File: config.mk
export PLATFORM = sky130hd
export DESIGN_NAME = h264_sps_field_extractor
export DESIGN_NICKNAME = d
export VERILOG_FILES = /design/src/design/h264sps_pkg.sv /design/src/design/h264sps_ctrl.sv /design/src/design/h264sps_dp.sv /design/src/design/h264_sps_field_extractor.sv
export SDC_FILE = /design/constraint.sdc
export NUM_CORES = 2
export LEC_CHECK = 0
export BUFFER_PORTS_ARGS = -buffer_cell sky130_fd_sc_hd__buf_2
export CAP_MARGIN = 5
export CELL_PAD_IN_SITES_DETAIL_PLACEMENT = 0
export CELL_PAD_IN_SITES_GLOBAL_PLACEMENT = 1
export CORE_AREA = 5 5 461 350
export CTS_CLUSTER_SIZE = 24
export DETAILED_ROUTE_END_ITERATION = 8
export DIE_AREA = 0 0 466 355
export GPL_TIMING_DRIVEN = 0
export PLACE_DENSITY_LB_ADDON = 0.1
export SLEW_MARGIN = 15
export SYNTH_ARGS = -nofsm -noshare
export SYNTH_HDL_FRONTEND = slang
export SYNTH_HIERARCHICAL = 1
export SYNTH_SLANG_ARGS = --single-unit
File: constraint.sdc
create_clock -name clk -period 11 [get_ports clk]
set_input_delay 1.1 -clock clk [delete_from_list [all_inputs] [get_ports clk]]
set_output_delay 1.1 -clock clk [all_outputs]
set_load 0.01 [all_outputs]
File: src/design/h264sps_pkg.sv
`timescale 1ns / 1ps
// ----------------------------------------------------------------------------
// h264sps_pkg
// Shared types, codes and tables for the H.264 SPS field extractor.
// ----------------------------------------------------------------------------
package h264sps_pkg;

  localparam int DIV_BITS = 49;                 // width of 90000 * ticks
  localparam int DIV_CNT_W = $clog2(DIV_BITS);
  localparam logic [16:0] TICKS_90K = 17'd90000;

  localparam logic [1:0] ST_OK        = 2'd0;
  localparam logic [1:0] ST_BAD_PROF  = 2'd1;
  localparam logic [1:0] ST_BAD_POC   = 2'd2;
  localparam logic [1:0] ST_TRUNC     = 2'd3;

  localparam logic [7:0] ASPECT_EXT = 8'd255;

  typedef struct packed {
    logic [7:0] data_byte;
    logic       first_byte;
    logic       last_byte;
  } in_t;

  typedef struct packed {
    logic [1:0]  status;
    logic [15:0] pic_width;
    logic [15:0] pic_height;
    logic [15:0] sar_num;
    logic [15:0] sar_den;
    logic        timing_valid;
    logic [31:0] tick_units;
    logic [31:0] time_scale_out;
    logic [31:0] frame_duration;
  } out_t;

  typedef enum logic [5:0] {
    PH_IDLE, PH_PROFILE, PH_CONSTR, PH_LEVEL, PH_SPSID, PH_CHROMA, PH_RESID,
    PH_BDL, PH_BDC, PH_BYPASS, PH_SMPRES, PH_LISTFLAG, PH_DELTA, PH_LOG2FN,
    PH_POCTYPE, PH_POCLSB, PH_DPOAZ, PH_OFFNR, PH_OFFTB, PH_NCYCLE, PH_OFFREF,
    PH_REFS, PH_GAPS, PH_WMB, PH_HMB, PH_FMO, PH_MBAFF, PH_D8, PH_CROPF,
    PH_CL, PH_CR, PH_CT, PH_CB, PH_VUI, PH_ARPRES, PH_ARIDC, PH_SARW, PH_SARH,
    PH_OVS, PH_OVSAPP, PH_VST, PH_VFMT, PH_COLP, PH_COLD, PH_CHL, PH_CHT,
    PH_CHB, PH_TIM, PH_NUT, PH_TS, PH_FIXED, PH_END
  } phase_t;

  typedef enum logic [1:0] {RD_FIXED, RD_PREFIX, RD_SUFFIX} rd_mode_t;

  typedef enum logic [2:0] {
    C_IDLE, C_BITS, C_FIN, C_MUL, C_DIV, C_DEND, C_EMIT
  } ctrl_state_t;

  typedef struct packed {
    logic load;
    logic bit_step;
    logic fin;
    logic mul;
    logic div_step;
    logic div_end;
    logic emit;
  } cmd_t;

  typedef struct packed {
    logic result_ready;
    logic div_pending;
  } stat_t;

  function automatic logic [31:0] sar_lookup(input logic [4:0] idx);
    logic [31:0] r;
    unique case (idx)
      5'd1:    r = {16'd1,   16'd1};
      5'd2:    r = {16'd12,  16'd11};
      5'd3:    r = {16'd10,  16'd11};
      5'd4:    r = {16'd16,  16'd11};
      5'd5:    r = {16'd40,  16'd33};
      5'd6:    r = {16'd24,  16'd11};
      5'd7:    r = {16'd20,  16'd11};
      5'd8:    r = {16'd32,  16'd11};
      5'd9:    r = {16'd80,  16'd33};
      5'd10:   r = {16'd18,  16'd11};
      5'd11:   r = {16'd15,  16'd11};
      5'd12:   r = {16'd64,  16'd33};
      5'd13:   r = {16'd160, 16'd99};
      5'd14:   r = {16'd4,   16'd3};
      5'd15:   r = {16'd3,   16'd2};
      5'd16:   r = {16'd2,   16'd1};
      default: r = {16'd0,   16'd1};
    endcase
    return r;
  endfunction

endpackage

File: src/design/h264sps_ctrl.sv
`timescale 1ns / 1ps
// ----------------------------------------------------------------------------
// h264sps_ctrl
// Sequencer: byte load, eight bit steps, wrap-up, duration divide, emit.
// ----------------------------------------------------------------------------
module h264sps_ctrl (
  input  logic                clk,
  input  logic                rst,
  input  logic                in_valid,
  output logic                in_ready,
  output logic                out_valid,
  input  logic                out_ready,
  input  h264sps_pkg::stat_t  stat,
  output h264sps_pkg::cmd_t   cmd
);

  h264sps_pkg::ctrl_state_t state, state_next;
  logic [2:0] bit_cnt, bit_cnt_next;
  logic [h264sps_pkg::DIV_CNT_W-1:0] div_cnt, div_cnt_next;
  logic out_valid_next;

  always_ff @(posedge clk) begin
    if (rst) begin
      state     <= h264sps_pkg::C_IDLE;
      bit_cnt   <= '0;
      div_cnt   <= '0;
      out_valid <= 1'b0;
    end else begin
      state     <= state_next;
      bit_cnt   <= bit_cnt_next;
      div_cnt   <= div_cnt_next;
      out_valid <= out_valid_next;
    end
  end

  always_comb begin
    state_next     = state;
    bit_cnt_next   = bit_cnt;
    div_cnt_next   = div_cnt;
    out_valid_next = out_valid && !out_ready;
    cmd            = '0;
    in_ready       = 1'b0;
    unique case (state)
      h264sps_pkg::C_IDLE: begin
        in_ready = 1'b1;
        if (in_valid) begin
          cmd.load     = 1'b1;
          bit_cnt_next = '0;
          state_next   = h264sps_pkg::C_BITS;
        end
      end
      h264sps_pkg::C_BITS: begin
        cmd.bit_step = 1'b1;
        bit_cnt_next = bit_cnt + 3'd1;
        if (bit_cnt == 3'd7) state_next = h264sps_pkg::C_FIN;
      end
      h264sps_pkg::C_FIN: begin
        cmd.fin = 1'b1;
        priority if (stat.div_pending) state_next = h264sps_pkg::C_MUL;
        else if (stat.result_ready || (1'b0)) state_next = h264sps_pkg::C_EMIT;
        else state_next = h264sps_pkg::C_IDLE;
      end
      h264sps_pkg::C_MUL: begin
        cmd.mul      = 1'b1;
        div_cnt_next = '0;
        state_next   = h264sps_pkg::C_DIV;
      end
      h264sps_pkg::C_DIV: begin
        cmd.div_step = 1'b1;
        div_cnt_next = div_cnt + 1'b1;
        if (div_cnt == h264sps_pkg::DIV_CNT_W'(h264sps_pkg::DIV_BITS - 1))
          state_next = h264sps_pkg::C_DEND;
      end
      h264sps_pkg::C_DEND: begin
        cmd.div_end = 1'b1;
        state_next  = h264sps_pkg::C_EMIT;
      end
      h264sps_pkg::C_EMIT: begin
        if (!out_valid || out_ready) begin
          cmd.emit       = 1'b1;
          out_valid_next = 1'b1;
          state_next     = h264sps_pkg::C_IDLE;
        end
      end
      default: state_next = h264sps_pkg::C_IDLE;
    endcase
  end

endmodule

File: src/design/h264sps_dp.sv
`timescale 1ns / 1ps
// ----------------------------------------------------------------------------
// h264sps_dp
// Bit-serial SPS parser datapath, duration divider and result register.
// ----------------------------------------------------------------------------
module h264sps_dp (
  input  logic                clk,
  input  logic                rst,
  input  h264sps_pkg::in_t    in_data,
  input  h264sps_pkg::cmd_t   cmd,
  output h264sps_pkg::stat_t  stat,
  output h264sps_pkg::out_t   out_data
);

  h264sps_pkg::phase_t   phase, phase_next;
  h264sps_pkg::rd_mode_t mode, mode_next;
  logic [5:0]  zc, zc_next, fbl, fbl_next;
  logic [31:0] gv, gv_next, loop_cnt, loop_cnt_next;
  logic [7:0]  profile, profile_next, sh, sh_next;
  logic [3:0]  list_idx, list_idx_next;
  logic [15:0] sln, sln_next;
  logic signed [39:0] wacc, wacc_next, hacc, hacc_next;
  logic        fmf, fmf_next, last_q, last_q_next;
  logic [31:0] sar, sar_next, held, held_next;
  logic [31:0] k_tick, k_tick_next, k_ts, k_ts_next, k_dur, k_dur_next;
  logic [1:0]  st, st_next;
  logic        timing, timing_next, rr, rr_next, dpend, dpend_next;
  logic [h264sps_pkg::DIV_BITS-1:0] dvd, dvd_next, quo, quo_next;
  logic [32:0] rem, rem_next;
  logic        trunc_now;

  // scratch for the field decode
  logic        b, got_en, w_en, f_en;
  logic [31:0] got_v;
  h264sps_pkg::phase_t w_ph;
  logic [5:0]  w_n;
  logic [1:0]  f_st;
  logic [32:0] v33, mag, r1;
  logic [7:0]  s8, nxt8, last8;
  logic [31:0] loop_inc;
  logic [3:0]  li_inc;
  logic [6:0]  lsize;

  function automatic logic [15:0] clamp16(input logic signed [39:0] v);
    if (v < 0) return 16'd0;
    if (v > 40'sd65535) return 16'hffff;
    return v[15:0];
  endfunction

  function automatic logic is_high(input logic [7:0] p);
    return p == 8'd100 || p == 8'd110 || p == 8'd122 || p == 8'd244 || p == 8'd44;
  endfunction

  always_ff @(posedge clk) begin
    if (rst) begin
      phase <= h264sps_pkg::PH_IDLE;
      mode <= h264sps_pkg::RD_FIXED;
      zc <= '0; fbl <= '0; gv <= '0; loop_cnt <= '0;
      profile <= '0; list_idx <= '0; sln <= 16'h0808;
      wacc <= '0; hacc <= '0; fmf <= 1'b0; sar <= 32'd1; held <= '0;
      k_tick <= '0; k_ts <= '0; k_dur <= '0;
      st <= '0; timing <= 1'b0; rr <= 1'b0; dpend <= 1'b0; last_q <= 1'b0;
    end else begin
      phase <= phase_next; mode <= mode_next;
      zc <= zc_next; fbl <= fbl_next; gv <= gv_next; loop_cnt <= loop_cnt_next;
      profile <= profile_next; list_idx <= list_idx_next; sln <= sln_next;
      wacc <= wacc_next; hacc <= hacc_next; fmf <= fmf_next; sar <= sar_next;
      held <= held_next; k_tick <= k_tick_next; k_ts <= k_ts_next;
      k_dur <= k_dur_next; st <= st_next; timing <= timing_next; rr <= rr_next;
      dpend <= dpend_next; last_q <= last_q_next;
    end
  end

  always_ff @(posedge clk) begin
    sh  <= sh_next;
    dvd <= dvd_next;
    quo <= quo_next;
    rem <= rem_next;
    if (cmd.emit) begin
      if (st == h264sps_pkg::ST_OK) begin
        out_data.pic_width    <= clamp16(wacc);
        out_data.pic_height   <= clamp16(hacc);
        out_data.sar_num      <= sar[31:16];
        out_data.sar_den      <= sar[15:0];
        out_data.timing_valid <= timing;
      end else begin
        out_data.pic_width    <= '0;
        out_data.pic_height   <= '0;
        out_data.sar_num      <= '0;
        out_data.sar_den      <= 16'd1;
        out_data.timing_valid <= 1'b0;
      end
      out_data.status         <= st;
      out_data.tick_units     <= k_tick;
      out_data.time_scale_out <= k_ts;
      out_data.frame_duration <= k_dur;
    end
  end

  // a payload that ends mid-parse reports in the wrap-up cycle itself
  assign trunc_now = cmd.fin && last_q && phase != h264sps_pkg::PH_IDLE &&
                     phase != h264sps_pkg::PH_END;

  assign stat.result_ready = rr || trunc_now;
  assign stat.div_pending  = dpend;

  always_comb begin
    phase_next = phase; mode_next = mode; zc_next = zc; fbl_next = fbl;
    gv_next = gv; loop_cnt_next = loop_cnt; profile_next = profile;
    list_idx_next = list_idx; sln_next = sln; wacc_next = wacc;
    hacc_next = hacc; fmf_next = fmf; sar_next = sar; held_next = held;
    k_tick_next = k_tick; k_ts_next = k_ts; k_dur_next = k_dur;
    st_next = st; timing_next = timing; rr_next = rr; dpend_next = dpend;
    last_q_next = last_q; sh_next = sh;
    dvd_next = dvd; quo_next = quo; rem_next = rem;
    b = sh[7]; got_en = 1'b0; got_v = '0;
    w_en = 1'b0; w_ph = h264sps_pkg::PH_IDLE; w_n = '0;
    f_en = 1'b0; f_st = h264sps_pkg::ST_OK;
    v33 = '0; mag = '0; s8 = '0; nxt8 = '0; last8 = '0; r1 = '0;
    loop_inc = loop_cnt + 32'd1;
    li_inc = list_idx + 4'd1;
    lsize = (list_idx < 4'd6) ? 7'd16 : 7'd64;

    if (cmd.load) begin
      sh_next = in_data.data_byte;
      last_q_next = in_data.last_byte;
      rr_next = 1'b0;
      dpend_next = 1'b0;
      if (in_data.first_byte) begin
        phase_next = h264sps_pkg::PH_PROFILE;
        mode_next = h264sps_pkg::RD_FIXED;
        zc_next = '0; gv_next = '0; fbl_next = 6'd8;
        profile_next = '0; loop_cnt_next = '0; list_idx_next = '0;
        sln_next = 16'h0808; wacc_next = '0; hacc_next = '0; fmf_next = 1'b0;
        sar_next = 32'd1; held_next = '0; st_next = h264sps_pkg::ST_OK;
        timing_next = 1'b0;
      end
    end else if (cmd.bit_step) begin
      sh_next = {sh[6:0], 1'b0};
      if (phase != h264sps_pkg::PH_IDLE && phase != h264sps_pkg::PH_END) begin
        case (mode)
          h264sps_pkg::RD_PREFIX: begin
            if (!b) begin
              if (zc < 6'd63) zc_next = zc + 6'd1;
            end else if (zc == 6'd0) begin
              got_en = 1'b1;
            end else begin
              gv_next = 32'd1;
              fbl_next = zc;
              mode_next = h264sps_pkg::RD_SUFFIX;
            end
          end
          h264sps_pkg::RD_SUFFIX: begin
            gv_next = {gv[30:0], b};
            fbl_next = fbl - 6'd1;
            if (fbl == 6'd1) begin
              got_en = 1'b1;
              got_v = gv_next - 32'd1;
            end
          end
          default: begin
            gv_next = {gv[30:0], b};
            fbl_next = fbl - 6'd1;
            if (fbl == 6'd1) begin
              got_en = 1'b1;
              got_v = gv_next;
            end
          end
        endcase
      end

      if (got_en) begin
        v33 = {1'b0, got_v} + 33'd1;
        unique case (phase)
          h264sps_pkg::PH_PROFILE: begin
            profile_next = got_v[7:0];
            if (got_v == 32'd66 || got_v == 32'd77 || got_v == 32'd88 ||
                is_high(got_v[7:0])) begin
              w_en = 1'b1; w_ph = h264sps_pkg::PH_CONSTR; w_n = 6'd8;
            end else begin
              f_en = 1'b1; f_st = h264sps_pkg::ST_BAD_PROF;
            end
          end
          h264sps_pkg::PH_CONSTR: begin
            w_en = 1'b1; w_ph = h264sps_pkg::PH_LEVEL; w_n = 6'd8;
          end
          h264sps_pkg::PH_LEVEL: begin
            w_en = 1'b1; w_ph = h264sps_pkg::PH_SPSID;
          end
          h264sps_pkg::PH_SPSID: begin
            w_en = 1'b1;
            w_ph = is_high(profile) ? h264sps_pkg::PH_CHROMA : h264sps_pkg::PH_LOG2FN;
          end
          h264sps_pkg::PH_CHROMA: begin
            w_en = 1'b1;
            if (got_v == 32'd3) begin
              w_ph = h264sps_pkg::PH_RESID; w_n = 6'd1;
            end else w_ph = h264sps_pkg::PH_BDL;
          end
          h264sps_pkg::PH_RESID: begin w_en = 1'b1; w_ph = h264sps_pkg::PH_BDL; end
          h264sps_pkg::PH_BDL:   begin w_en = 1'b1; w_ph = h264sps_pkg::PH_BDC; end
          h264sps_pkg::PH_BDC: begin
            w_en = 1'b1; w_ph = h264sps_pkg::PH_BYPASS; w_n = 6'd1;
          end
          h264sps_pkg::PH_BYPASS: begin
            w_en = 1'b1; w_ph = h264sps_pkg::PH_SMPRES; w_n = 6'd1;
          end
          h264sps_pkg::PH_SMPRES: begin
            w_en = 1'b1;
            if (got_v != 0) begin
              list_idx_next = '0; w_ph = h264sps_pkg::PH_LISTFLAG; w_n = 6'd1;
            end else w_ph = h264sps_pkg::PH_LOG2FN;
          end
          h264sps_pkg::PH_LISTFLAG: begin
            w_en = 1'b1;
            if (got_v != 0) begin
              // next scale starts at 8, so the first delta is always read
              loop_cnt_next = '0; sln_next = 16'h0808; w_ph = h264sps_pkg::PH_DELTA;
            end else begin
              list_idx_next = li_inc;
              if (li_inc < 4'd8) begin
                w_ph = h264sps_pkg::PH_LISTFLAG; w_n = 6'd1;
              end else w_ph = h264sps_pkg::PH_LOG2FN;
            end
          end
          h264sps_pkg::PH_DELTA: begin
            mag = v33 >> 1;
            s8 = got_v[0] ? mag[7:0] : (8'd0 - mag[7:0]);
            last8 = sln[15:8];
            nxt8 = last8 + s8;
            if (nxt8 != 8'd0) last8 = nxt8;
            sln_next = {last8, nxt8};
            loop_cnt_next = loop_inc;
            w_en = 1'b1;
            // a zero next scale repeats the last one to the end of the list
            if (nxt8 != 8'd0 && loop_inc < {25'd0, lsize}) begin
              w_ph = h264sps_pkg::PH_DELTA;
            end else begin
              list_idx_next = li_inc;
              if (li_inc < 4'd8) begin
                w_ph = h264sps_pkg::PH_LISTFLAG; w_n = 6'd1;
              end else w_ph = h264sps_pkg::PH_LOG2FN;
            end
          end
          h264sps_pkg::PH_LOG2FN: begin w_en = 1'b1; w_ph = h264sps_pkg::PH_POCTYPE; end
          h264sps_pkg::PH_POCTYPE: begin
            priority if (got_v == 32'd0) begin
              w_en = 1'b1; w_ph = h264sps_pkg::PH_POCLSB;
            end else if (got_v == 32'd1) begin
              w_en = 1'b1; w_ph = h264sps_pkg::PH_DPOAZ; w_n = 6'd1;
            end else if (got_v == 32'd2) begin
              w_en = 1'b1; w_ph = h264sps_pkg::PH_REFS;
            end else begin
              f_en = 1'b1; f_st = h264sps_pkg::ST_BAD_POC;
            end
          end
          h264sps_pkg::PH_POCLSB: begin w_en = 1'b1; w_ph = h264sps_pkg::PH_REFS; end
          h264sps_pkg::PH_DPOAZ:  begin w_en = 1'b1; w_ph = h264sps_pkg::PH_OFFNR; end
          h264sps_pkg::PH_OFFNR:  begin w_en = 1'b1; w_ph = h264sps_pkg::PH_OFFTB; end
          h264sps_pkg::PH_OFFTB:  begin w_en = 1'b1; w_ph = h264sps_pkg::PH_NCYCLE; end
          h264sps_pkg::PH_NCYCLE: begin
            loop_cnt_next = got_v; w_en = 1'b1;
            w_ph = (got_v != 0) ? h264sps_pkg::PH_OFFREF : h264sps_pkg::PH_REFS;
          end
          h264sps_pkg::PH_OFFREF: begin
            loop_cnt_next = loop_cnt - 32'd1; w_en = 1'b1;
            w_ph = (loop_cnt_next != 0) ? h264sps_pkg::PH_OFFREF : h264sps_pkg::PH_REFS;
          end
          h264sps_pkg::PH_REFS: begin
            w_en = 1'b1; w_ph = h264sps_pkg::PH_GAPS; w_n = 6'd1;
          end
          h264sps_pkg::PH_GAPS: begin w_en = 1'b1; w_ph = h264sps_pkg::PH_WMB; end
          h264sps_pkg::PH_WMB: begin
            wacc_next = {3'd0, v33, 4'd0};
            w_en = 1'b1; w_ph = h264sps_pkg::PH_HMB;
          end
          h264sps_pkg::PH_HMB: begin
            hacc_next = {7'd0, v33};
            w_en = 1'b1; w_ph = h264sps_pkg::PH_FMO; w_n = 6'd1;
          end
          h264sps_pkg::PH_FMO: begin
            fmf_next = got_v[0];
            hacc_next = got_v[0] ? (hacc <<< 4) : (hacc <<< 5);
            w_en = 1'b1; w_n = 6'd1;
            w_ph = got_v[0] ? h264sps_pkg::PH_D8 : h264sps_pkg::PH_MBAFF;
          end
          h264sps_pkg::PH_MBAFF: begin
            w_en = 1'b1; w_ph = h264sps_pkg::PH_D8; w_n = 6'd1;
          end
          h264sps_pkg::PH_D8: begin
            w_en = 1'b1; w_ph = h264sps_pkg::PH_CROPF; w_n = 6'd1;
          end
          h264sps_pkg::PH_CROPF: begin
            w_en = 1'b1;
            if (got_v != 0) w_ph = h264sps_pkg::PH_CL;
            else begin
              w_ph = h264sps_pkg::PH_VUI; w_n = 6'd1;
            end
          end
          h264sps_pkg::PH_CL: begin
            wacc_next = wacc - $signed({7'd0, got_v, 1'b0});
            w_en = 1'b1; w_ph = h264sps_pkg::PH_CR;
          end
          h264sps_pkg::PH_CR: begin
            wacc_next = wacc - $signed({7'd0, got_v, 1'b0});
            w_en = 1'b1; w_ph = h264sps_pkg::PH_CT;
          end
          h264sps_pkg::PH_CT: begin
            hacc_next = hacc - (fmf ? $signed({7'd0, got_v, 1'b0})
                                    : $signed({6'd0, got_v, 2'b0}));
            w_en = 1'b1; w_ph = h264sps_pkg::PH_CB;
          end
          h264sps_pkg::PH_CB: begin
            hacc_next = hacc - (fmf ? $signed({7'd0, got_v, 1'b0})
                                    : $signed({6'd0, got_v, 2'b0}));
            w_en = 1'b1; w_ph = h264sps_pkg::PH_VUI; w_n = 6'd1;
          end
          h264sps_pkg::PH_VUI: begin
            if (got_v != 0) begin
              w_en = 1'b1; w_ph = h264sps_pkg::PH_ARPRES; w_n = 6'd1;
            end else f_en = 1'b1;
          end
          h264sps_pkg::PH_ARPRES: begin
            w_en = 1'b1;
            if (got_v != 0) begin
              w_ph = h264sps_pkg::PH_ARIDC; w_n = 6'd8;
            end else begin
              w_ph = h264sps_pkg::PH_OVS; w_n = 6'd1;
            end
          end
          h264sps_pkg::PH_ARIDC: begin
            w_en = 1'b1;
            if (got_v[7:0] == h264sps_pkg::ASPECT_EXT) begin
              w_ph = h264sps_pkg::PH_SARW; w_n = 6'd16;
            end else begin
              if (got_v[7:0] < 8'd17) sar_next = h264sps_pkg::sar_lookup(got_v[4:0]);
              w_ph = h264sps_pkg::PH_OVS; w_n = 6'd1;
            end
          end
          h264sps_pkg::PH_SARW: begin
            sar_next = {got_v[15:0], sar[15:0]};
            w_en = 1'b1; w_ph = h264sps_pkg::PH_SARH; w_n = 6'd16;
          end
          h264sps_pkg::PH_SARH: begin
            sar_next = {sar[31:16], got_v[15:0]};
            w_en = 1'b1; w_ph = h264sps_pkg::PH_OVS; w_n = 6'd1;
          end
          h264sps_pkg::PH_OVS: begin
            w_en = 1'b1; w_n = 6'd1;
            w_ph = (got_v != 0) ? h264sps_pkg::PH_OVSAPP : h264sps_pkg::PH_VST;
          end
          h264sps_pkg::PH_OVSAPP: begin
            w_en = 1'b1; w_ph = h264sps_pkg::PH_VST; w_n = 6'd1;
          end
          h264sps_pkg::PH_VST: begin
            w_en = 1'b1;
            if (got_v != 0) begin
              w_ph = h264sps_pkg::PH_VFMT; w_n = 6'd4;
            end else begin
              w_ph = h264sps_pkg::PH_CHL; w_n = 6'd1;
            end
          end
          h264sps_pkg::PH_VFMT: begin
            w_en = 1'b1; w_ph = h264sps_pkg::PH_COLP; w_n = 6'd1;
          end
          h264sps_pkg::PH_COLP: begin
            w_en = 1'b1;
            if (got_v != 0) begin
              w_ph = h264sps_pkg::PH_COLD; w_n = 6'd24;
            end else begin
              w_ph = h264sps_pkg::PH_CHL; w_n = 6'd1;
            end
          end
          h264sps_pkg::PH_COLD: begin
            w_en = 1'b1; w_ph = h264sps_pkg::PH_CHL; w_n = 6'd1;
          end
          h264sps_pkg::PH_CHL: begin
            w_en = 1'b1;
            if (got_v != 0) w_ph = h264sps_pkg::PH_CHT;
            else begin
              w_ph = h264sps_pkg::PH_TIM; w_n = 6'd1;
            end
          end
          h264sps_pkg::PH_CHT: begin w_en = 1'b1; w_ph = h264sps_pkg::PH_CHB; end
          h264sps_pkg::PH_CHB: begin
            w_en = 1'b1; w_ph = h264sps_pkg::PH_TIM; w_n = 6'd1;
          end
          h264sps_pkg::PH_TIM: begin
            if (got_v != 0) begin
              w_en = 1'b1; w_ph = h264sps_pkg::PH_NUT; w_n = 6'd32;
            end else f_en = 1'b1;
          end
          h264sps_pkg::PH_NUT: begin
            loop_cnt_next = got_v;
            w_en = 1'b1; w_ph = h264sps_pkg::PH_TS; w_n = 6'd32;
          end
          h264sps_pkg::PH_TS: begin
            held_next = got_v;
            w_en = 1'b1; w_ph = h264sps_pkg::PH_FIXED; w_n = 6'd1;
          end
          h264sps_pkg::PH_FIXED: begin
            if (got_v != 0) begin
              k_tick_next = {loop_cnt[30:0], 1'b0};
              k_ts_next = held;
              timing_next = 1'b1;
              dpend_next = 1'b1;
            end
            f_en = 1'b1;
          end
          default: ;
        endcase

        if (w_en) begin
          phase_next = w_ph;
          zc_next = '0;
          gv_next = '0;
          fbl_next = w_n;
          mode_next = (w_n != 6'd0) ? h264sps_pkg::RD_FIXED : h264sps_pkg::RD_PREFIX;
        end
        if (f_en) begin
          phase_next = h264sps_pkg::PH_END;
          st_next = f_st;
          rr_next = 1'b1;
        end
      end
    end else if (cmd.fin) begin
      if (last_q) begin
        if (trunc_now) begin
          st_next = h264sps_pkg::ST_TRUNC;
          rr_next = 1'b1;
        end
        phase_next = h264sps_pkg::PH_IDLE;
      end
    end else if (cmd.mul) begin
      dvd_next = {17'd0, k_tick} * h264sps_pkg::TICKS_90K;
      quo_next = '0;
      rem_next = '0;
    end else if (cmd.div_step) begin
      // restoring divide, one quotient bit per cycle
      r1 = {rem[31:0], dvd[h264sps_pkg::DIV_BITS-1]};
      dvd_next = {dvd[h264sps_pkg::DIV_BITS-2:0], 1'b0};
      if (r1 >= {1'b0, k_ts}) begin
        rem_next = r1 - {1'b0, k_ts};
        quo_next = {quo[h264sps_pkg::DIV_BITS-2:0], 1'b1};
      end else begin
        rem_next = r1;
        quo_next = {quo[h264sps_pkg::DIV_BITS-2:0], 1'b0};
      end
    end else if (cmd.div_end) begin
      priority if (k_ts == 32'd0) k_dur_next = '0;
      else if (quo[h264sps_pkg::DIV_BITS-1:32] != '0) k_dur_next = 32'hffff_ffff;
      else k_dur_next = quo[31:0];
    end
  end

endmodule

File: src/design/h264_sps_field_extractor.sv
`timescale 1ns / 1ps
// ----------------------------------------------------------------------------
// h264_sps_field_extractor
// Bit-serial Exp-Golomb parser for H.264 SPS RBSP bytes; at most one result per set.
// ----------------------------------------------------------------------------
//  channel   handshake              payload
//  input     in_valid / in_ready    in_data  (h264sps_pkg::in_t), one byte
//  output    out_valid / out_ready  out_data (h264sps_pkg::out_t), one result
//
//  A byte passes through accept, 8 bit steps in the field decoder and wrap-up.
//  A result adds an emit state; a set with fixed frame rate timing first computes
//  the 90 kHz duration (one multiply, 49-step restoring divider).
//  Reset returns the parser to idle and clears the kept timing values.
//  A waiting result does not block the next byte unless a new result is due.
// ----------------------------------------------------------------------------
module h264_sps_field_extractor (
  input  logic               clk,
  input  logic               rst,
  input  logic               in_valid,
  output logic               in_ready,
  input  h264sps_pkg::in_t   in_data,
  output logic               out_valid,
  input  logic               out_ready,
  output h264sps_pkg::out_t  out_data
);

  h264sps_pkg::cmd_t  cmd;
  h264sps_pkg::stat_t stat;

  h264sps_ctrl u_ctrl (
    .clk(clk), .rst(rst), .in_valid(in_valid), .in_ready(in_ready),
    .out_valid(out_valid), .out_ready(out_ready), .stat(stat), .cmd(cmd)
  );

  h264sps_dp u_dp (
    .clk(clk), .rst(rst), .in_data(in_data), .cmd(cmd), .stat(stat),
    .out_data(out_data)
  );

endmodule

==> run metrics <==
worst min-delay path class reg -> reg; cts hold-fix bufs 0; sequential cell area fraction in the yosys report 34.5%; number of flops mapped to enable cells by yosys 295; Worst Max-Slew Pin Slew 1.37 ns; Internal 4440 uW; fillcell total 16445; cell depth of the worst flop-to-flop path 27; Avg Inst Size Synth 8.92 um2; Syn-to-layout area delta 14.8%; DP Wirelength 145000 um; Setup WS pre-CTS 1.63 ns; first-pass GRT wire length 281000 um; RSZ-0062 raised after global routing no; Async SR Flop Fraction 0%; dpl cells 7536; combinational share of power 11.7%; Power Density 116 nW/um2; Post-Synthesis Cells 5217; Clock power frac 46.1%; critical path launch point type register; syn_nets 5722; starting density of the core 29.8%; crit path kind reg -> reg; Vias 41346; P_leak 0.0205 uW; largest net degree at the start of global routing 29; Setup crit end kind register; vias in the first global route 39574; fin nets 6012; final hold vios 0; TNS Setup 0 ns; DP Area 50600 um2; number of CTS-inserted buffers 81; Worst Path Arrival 10.62 ns; Most common cell on crit path nand2_1; Fin Clk Skew 0.0485 ns; CTS resizes 0; post-synth top area share 19.0%; Die ar. 165000 um2; Setup-failing EPs final 0; Crit-path slowest cell clkbuf_1; CTS tree yes; Detailed Route WL 192000 um; CP required 11.57 ns; area leader, netlist edfxtp_1; share of cells above drive strength 1 9.79%; Synth area leaders edfxtp_1 19%, dfxtp_1 16%, fa_1 8.7%; Yosys reg bits 656; synthesized area 46600 um2; Die Width 466 um; row count 126; sw frac 28.7%; Global Route Usage Sum 22.6%; antenna violations before repair 10; final RePlAce weighted congestion 0.941; Primary FF master, synth dfxtp_1; Peak VDD IR 0.136 mV; drt first-iter violations 3884; routed vias/inst 5.38; core footprint 156000 um2; Post-CTS Setup Repair Bufs 0; Max Cap Viol 0; Final Critical Period 10.05 ns; CTS root buf clkbuf_16; Synth cell types 107; Boundary Pins 179; total gr overflow 0; H-tree depth 3; Final period util 91.4%; Final Max Slew Viols 0; Final WS setup 0.949 ns; CTS Buffer Depth 3; wire length per cell 24.9 um; status finished, final reports clean; highest clock rate 99.5 MHz; Ys Warns 6; DRC Markers 0; Port Buffer Count 177; ANT nets after route 0; CP peak stage delay 1.04 ns; part of the power in registers 42.2%; Hold Path Stages 0; top fanout value on the critical path 13; clock latency on the worst-skew pair 0.74 ns; Slew headroom 8.46%; Psw 1780 uW; Sink Count 656; die height 355 um; First-pass DRT Iterations 8; Finished Cell Area 53500 um2; Layout Cells excl Fill 7690; WHS 0.430 ns; CTS clk-pin slew, worst paths 0.06 ns
-- critical path, delay by kind of cell, from the launching register on --
kind / cells / cell delay (ns)
AO/OA/AOI/OAI: 8 / 2.37
XOR/XNOR: 4 / 1.23
adder cells (fa/ha/maj): 2 / 0.78
buffers and inverters: 5 / 2.51
flip-flops: 1 / 0.53
AND/OR/NAND/NOR: 8 / 2.43
-- Yosys cell counts (17+ instances only) --
cell and n:
and2_1 55, edfxtp_1 295, nand4_1 52, or3_1 38, o22ai_1 33, o211ai_1 24
mux2i_1 59, mux2_2 63, clkbuf_1 255, and3_1 48, o21a_1 57, a21oi_1 461
a22oi_1 33, nor2b_1 86, nor3_1 183, nor4_1 81, ha_1 289, and4_1 17
nand2b_1 37, xnor2_1 139, o21ai_0 193, a211oi_1 25, or4_1 22, inv_1 452
nor2_1 389, nand3_1 114, o21ai_1 19, a221oi_1 32, xor2_1 81, nand2_1 488
a31oi_1 49, buf_2 25, a21o_1 68, dfxtp_1 361, a22o_1 38, fa_1 202
o31ai_1 19
-- metal layers --
metal,track usage [%],wire (um),vias to the layer above
met2,31.0,75000,1476
met1,35.5,97100,20449
met3,4.74,14700,231
met4,5.56,4950,4
met5,0,23,-
li1,-,-,19186
-- cell usage in the layout (no fill, tap or decap), drive strengths merged, types with 52 or more instances in the layout --
master | netlist | routed
buf | 50 | 255
nor3 | 187 | 187
ha | 289 | 289
nand4 | 52 | 52
a21o | 68 | 68
nor2b | 86 | 86
clkbuf | 256 | 361
nor4 | 90 | 90
and2 | 56 | 56
nand3 | 114 | 114
nand2 | 488 | 488
o21ai | 214 | 214
o21a | 57 | 57
edfxtp | 295 | 295
inv | 458 | 468
nor2 | 393 | 393
mux2 | 66 | 66
a21oi | 462 | 462
mux2i | 59 | 59
xor2 | 81 | 81
fa | 202 | 202
xnor2 | 139 | 139
dfxtp | 361 | 361
-- power by group through the flow --
| stage | Clock (uW) | Combinational (uW) | Sequential (uW) |
|---|---|---|---|
| 6_report | 2870 | 725 | 2630 |
| 5_1_grt | 3070 | 767 | 2630 |
| 4_1_cts | 2970 | 712 | 2630 |
| 3_5_place_dp | 0 | 709 | 2680 |
| 3_3_place_gp | 0 | 700 | 2690 |
| 2_1_floorplan | 0 | 415 | 2670 |
-- area by class of cell --
class / instances / area (um2) / area share, %
diodes: 3 / 7.51 / 0.0140
well taps: 2112 / 2640 / 4.94
multi-input cells: 3794 / 27600 / 51.6
inverters: 461 / 1730 / 3.24
flip-flops and latches: 656 / 16100 / 30.1
clock buffers: 104 / 2260 / 4.23
repair buffers: 207 / 1320 / 2.47
plain buffers: 306 / 1270 / 2.37
clock inverters: 47 / 559 / 1.05
-- path summary, 6_finish.rpt --
kind,startpoint,end,slack [ns]
hold / removal,u_dp/k_dur[16],u_dp/out_data[16],0.43
setup reg to reg,u_dp/phase[2],u_dp/phase[1],0.95
hold reg to reg,u_dp/k_dur[16],u_dp/out_data[16],0.43
setup / recovery,u_dp/phase[2],u_dp/phase[1],0.95
-- kinds of logic (layout without fill, tap and decap cells) --
logic type / Yosys count / after routing / share of synthesized area, %
DFF: 656 / 656 / 34.5
AOI/OAI and AO/OA: 1265 / 1265 / 17.6
and+or+nand+nor: 1691 / 1691 / 17.9
muxes: 125 / 125 / 2.86
buffers and inverters: 767 / 1125 / 6.41
adders and majority gates: 491 / 491 / 16.5
other: 1 / 4 / 0.00805
xor gates and xnor gates: 221 / 221 / 4.19
-- through the flow --
step	power [uW]	util [%]
after floorplan	3090	-
after global placement	3390	32.1
after detailed placement	3390	32.4
after CTS	6310	34.2
after global routing	6470	34.2
final	6220	34.2
-- registers in the layout, indices dropped and copies added (netlist names), 3 cells and up --
| name | flops |
|---|---|
| u_ctrl/bit_cnt | 3 |
| u_ctrl/div_cnt | 6 |
| u_ctrl/state | 3 |
| u_dp/dvd | 44 |
| u_dp/fbl | 6 |
| u_dp/gv | 31 |
| u_dp/hacc | 40 |
| u_dp/held | 32 |
| u_dp/k_dur | 32 |
| u_dp/k_tick | 31 |
| u_dp/k_ts | 32 |
| u_dp/list_idx | 4 |
| u_dp/loop_cnt | 32 |
| u_dp/out_data | 162 |
| u_dp/phase | 6 |
| u_dp/profile | 8 |
| u_dp/quo | 49 |
| u_dp/rem | 32 |
| u_dp/sar | 32 |
| u_dp/sh | 8 |
| u_dp/sln | 8 |
| u_dp/wacc | 39 |
| u_dp/zc | 6 |
No activity file was read; power rests on OpenSTA's default activity.
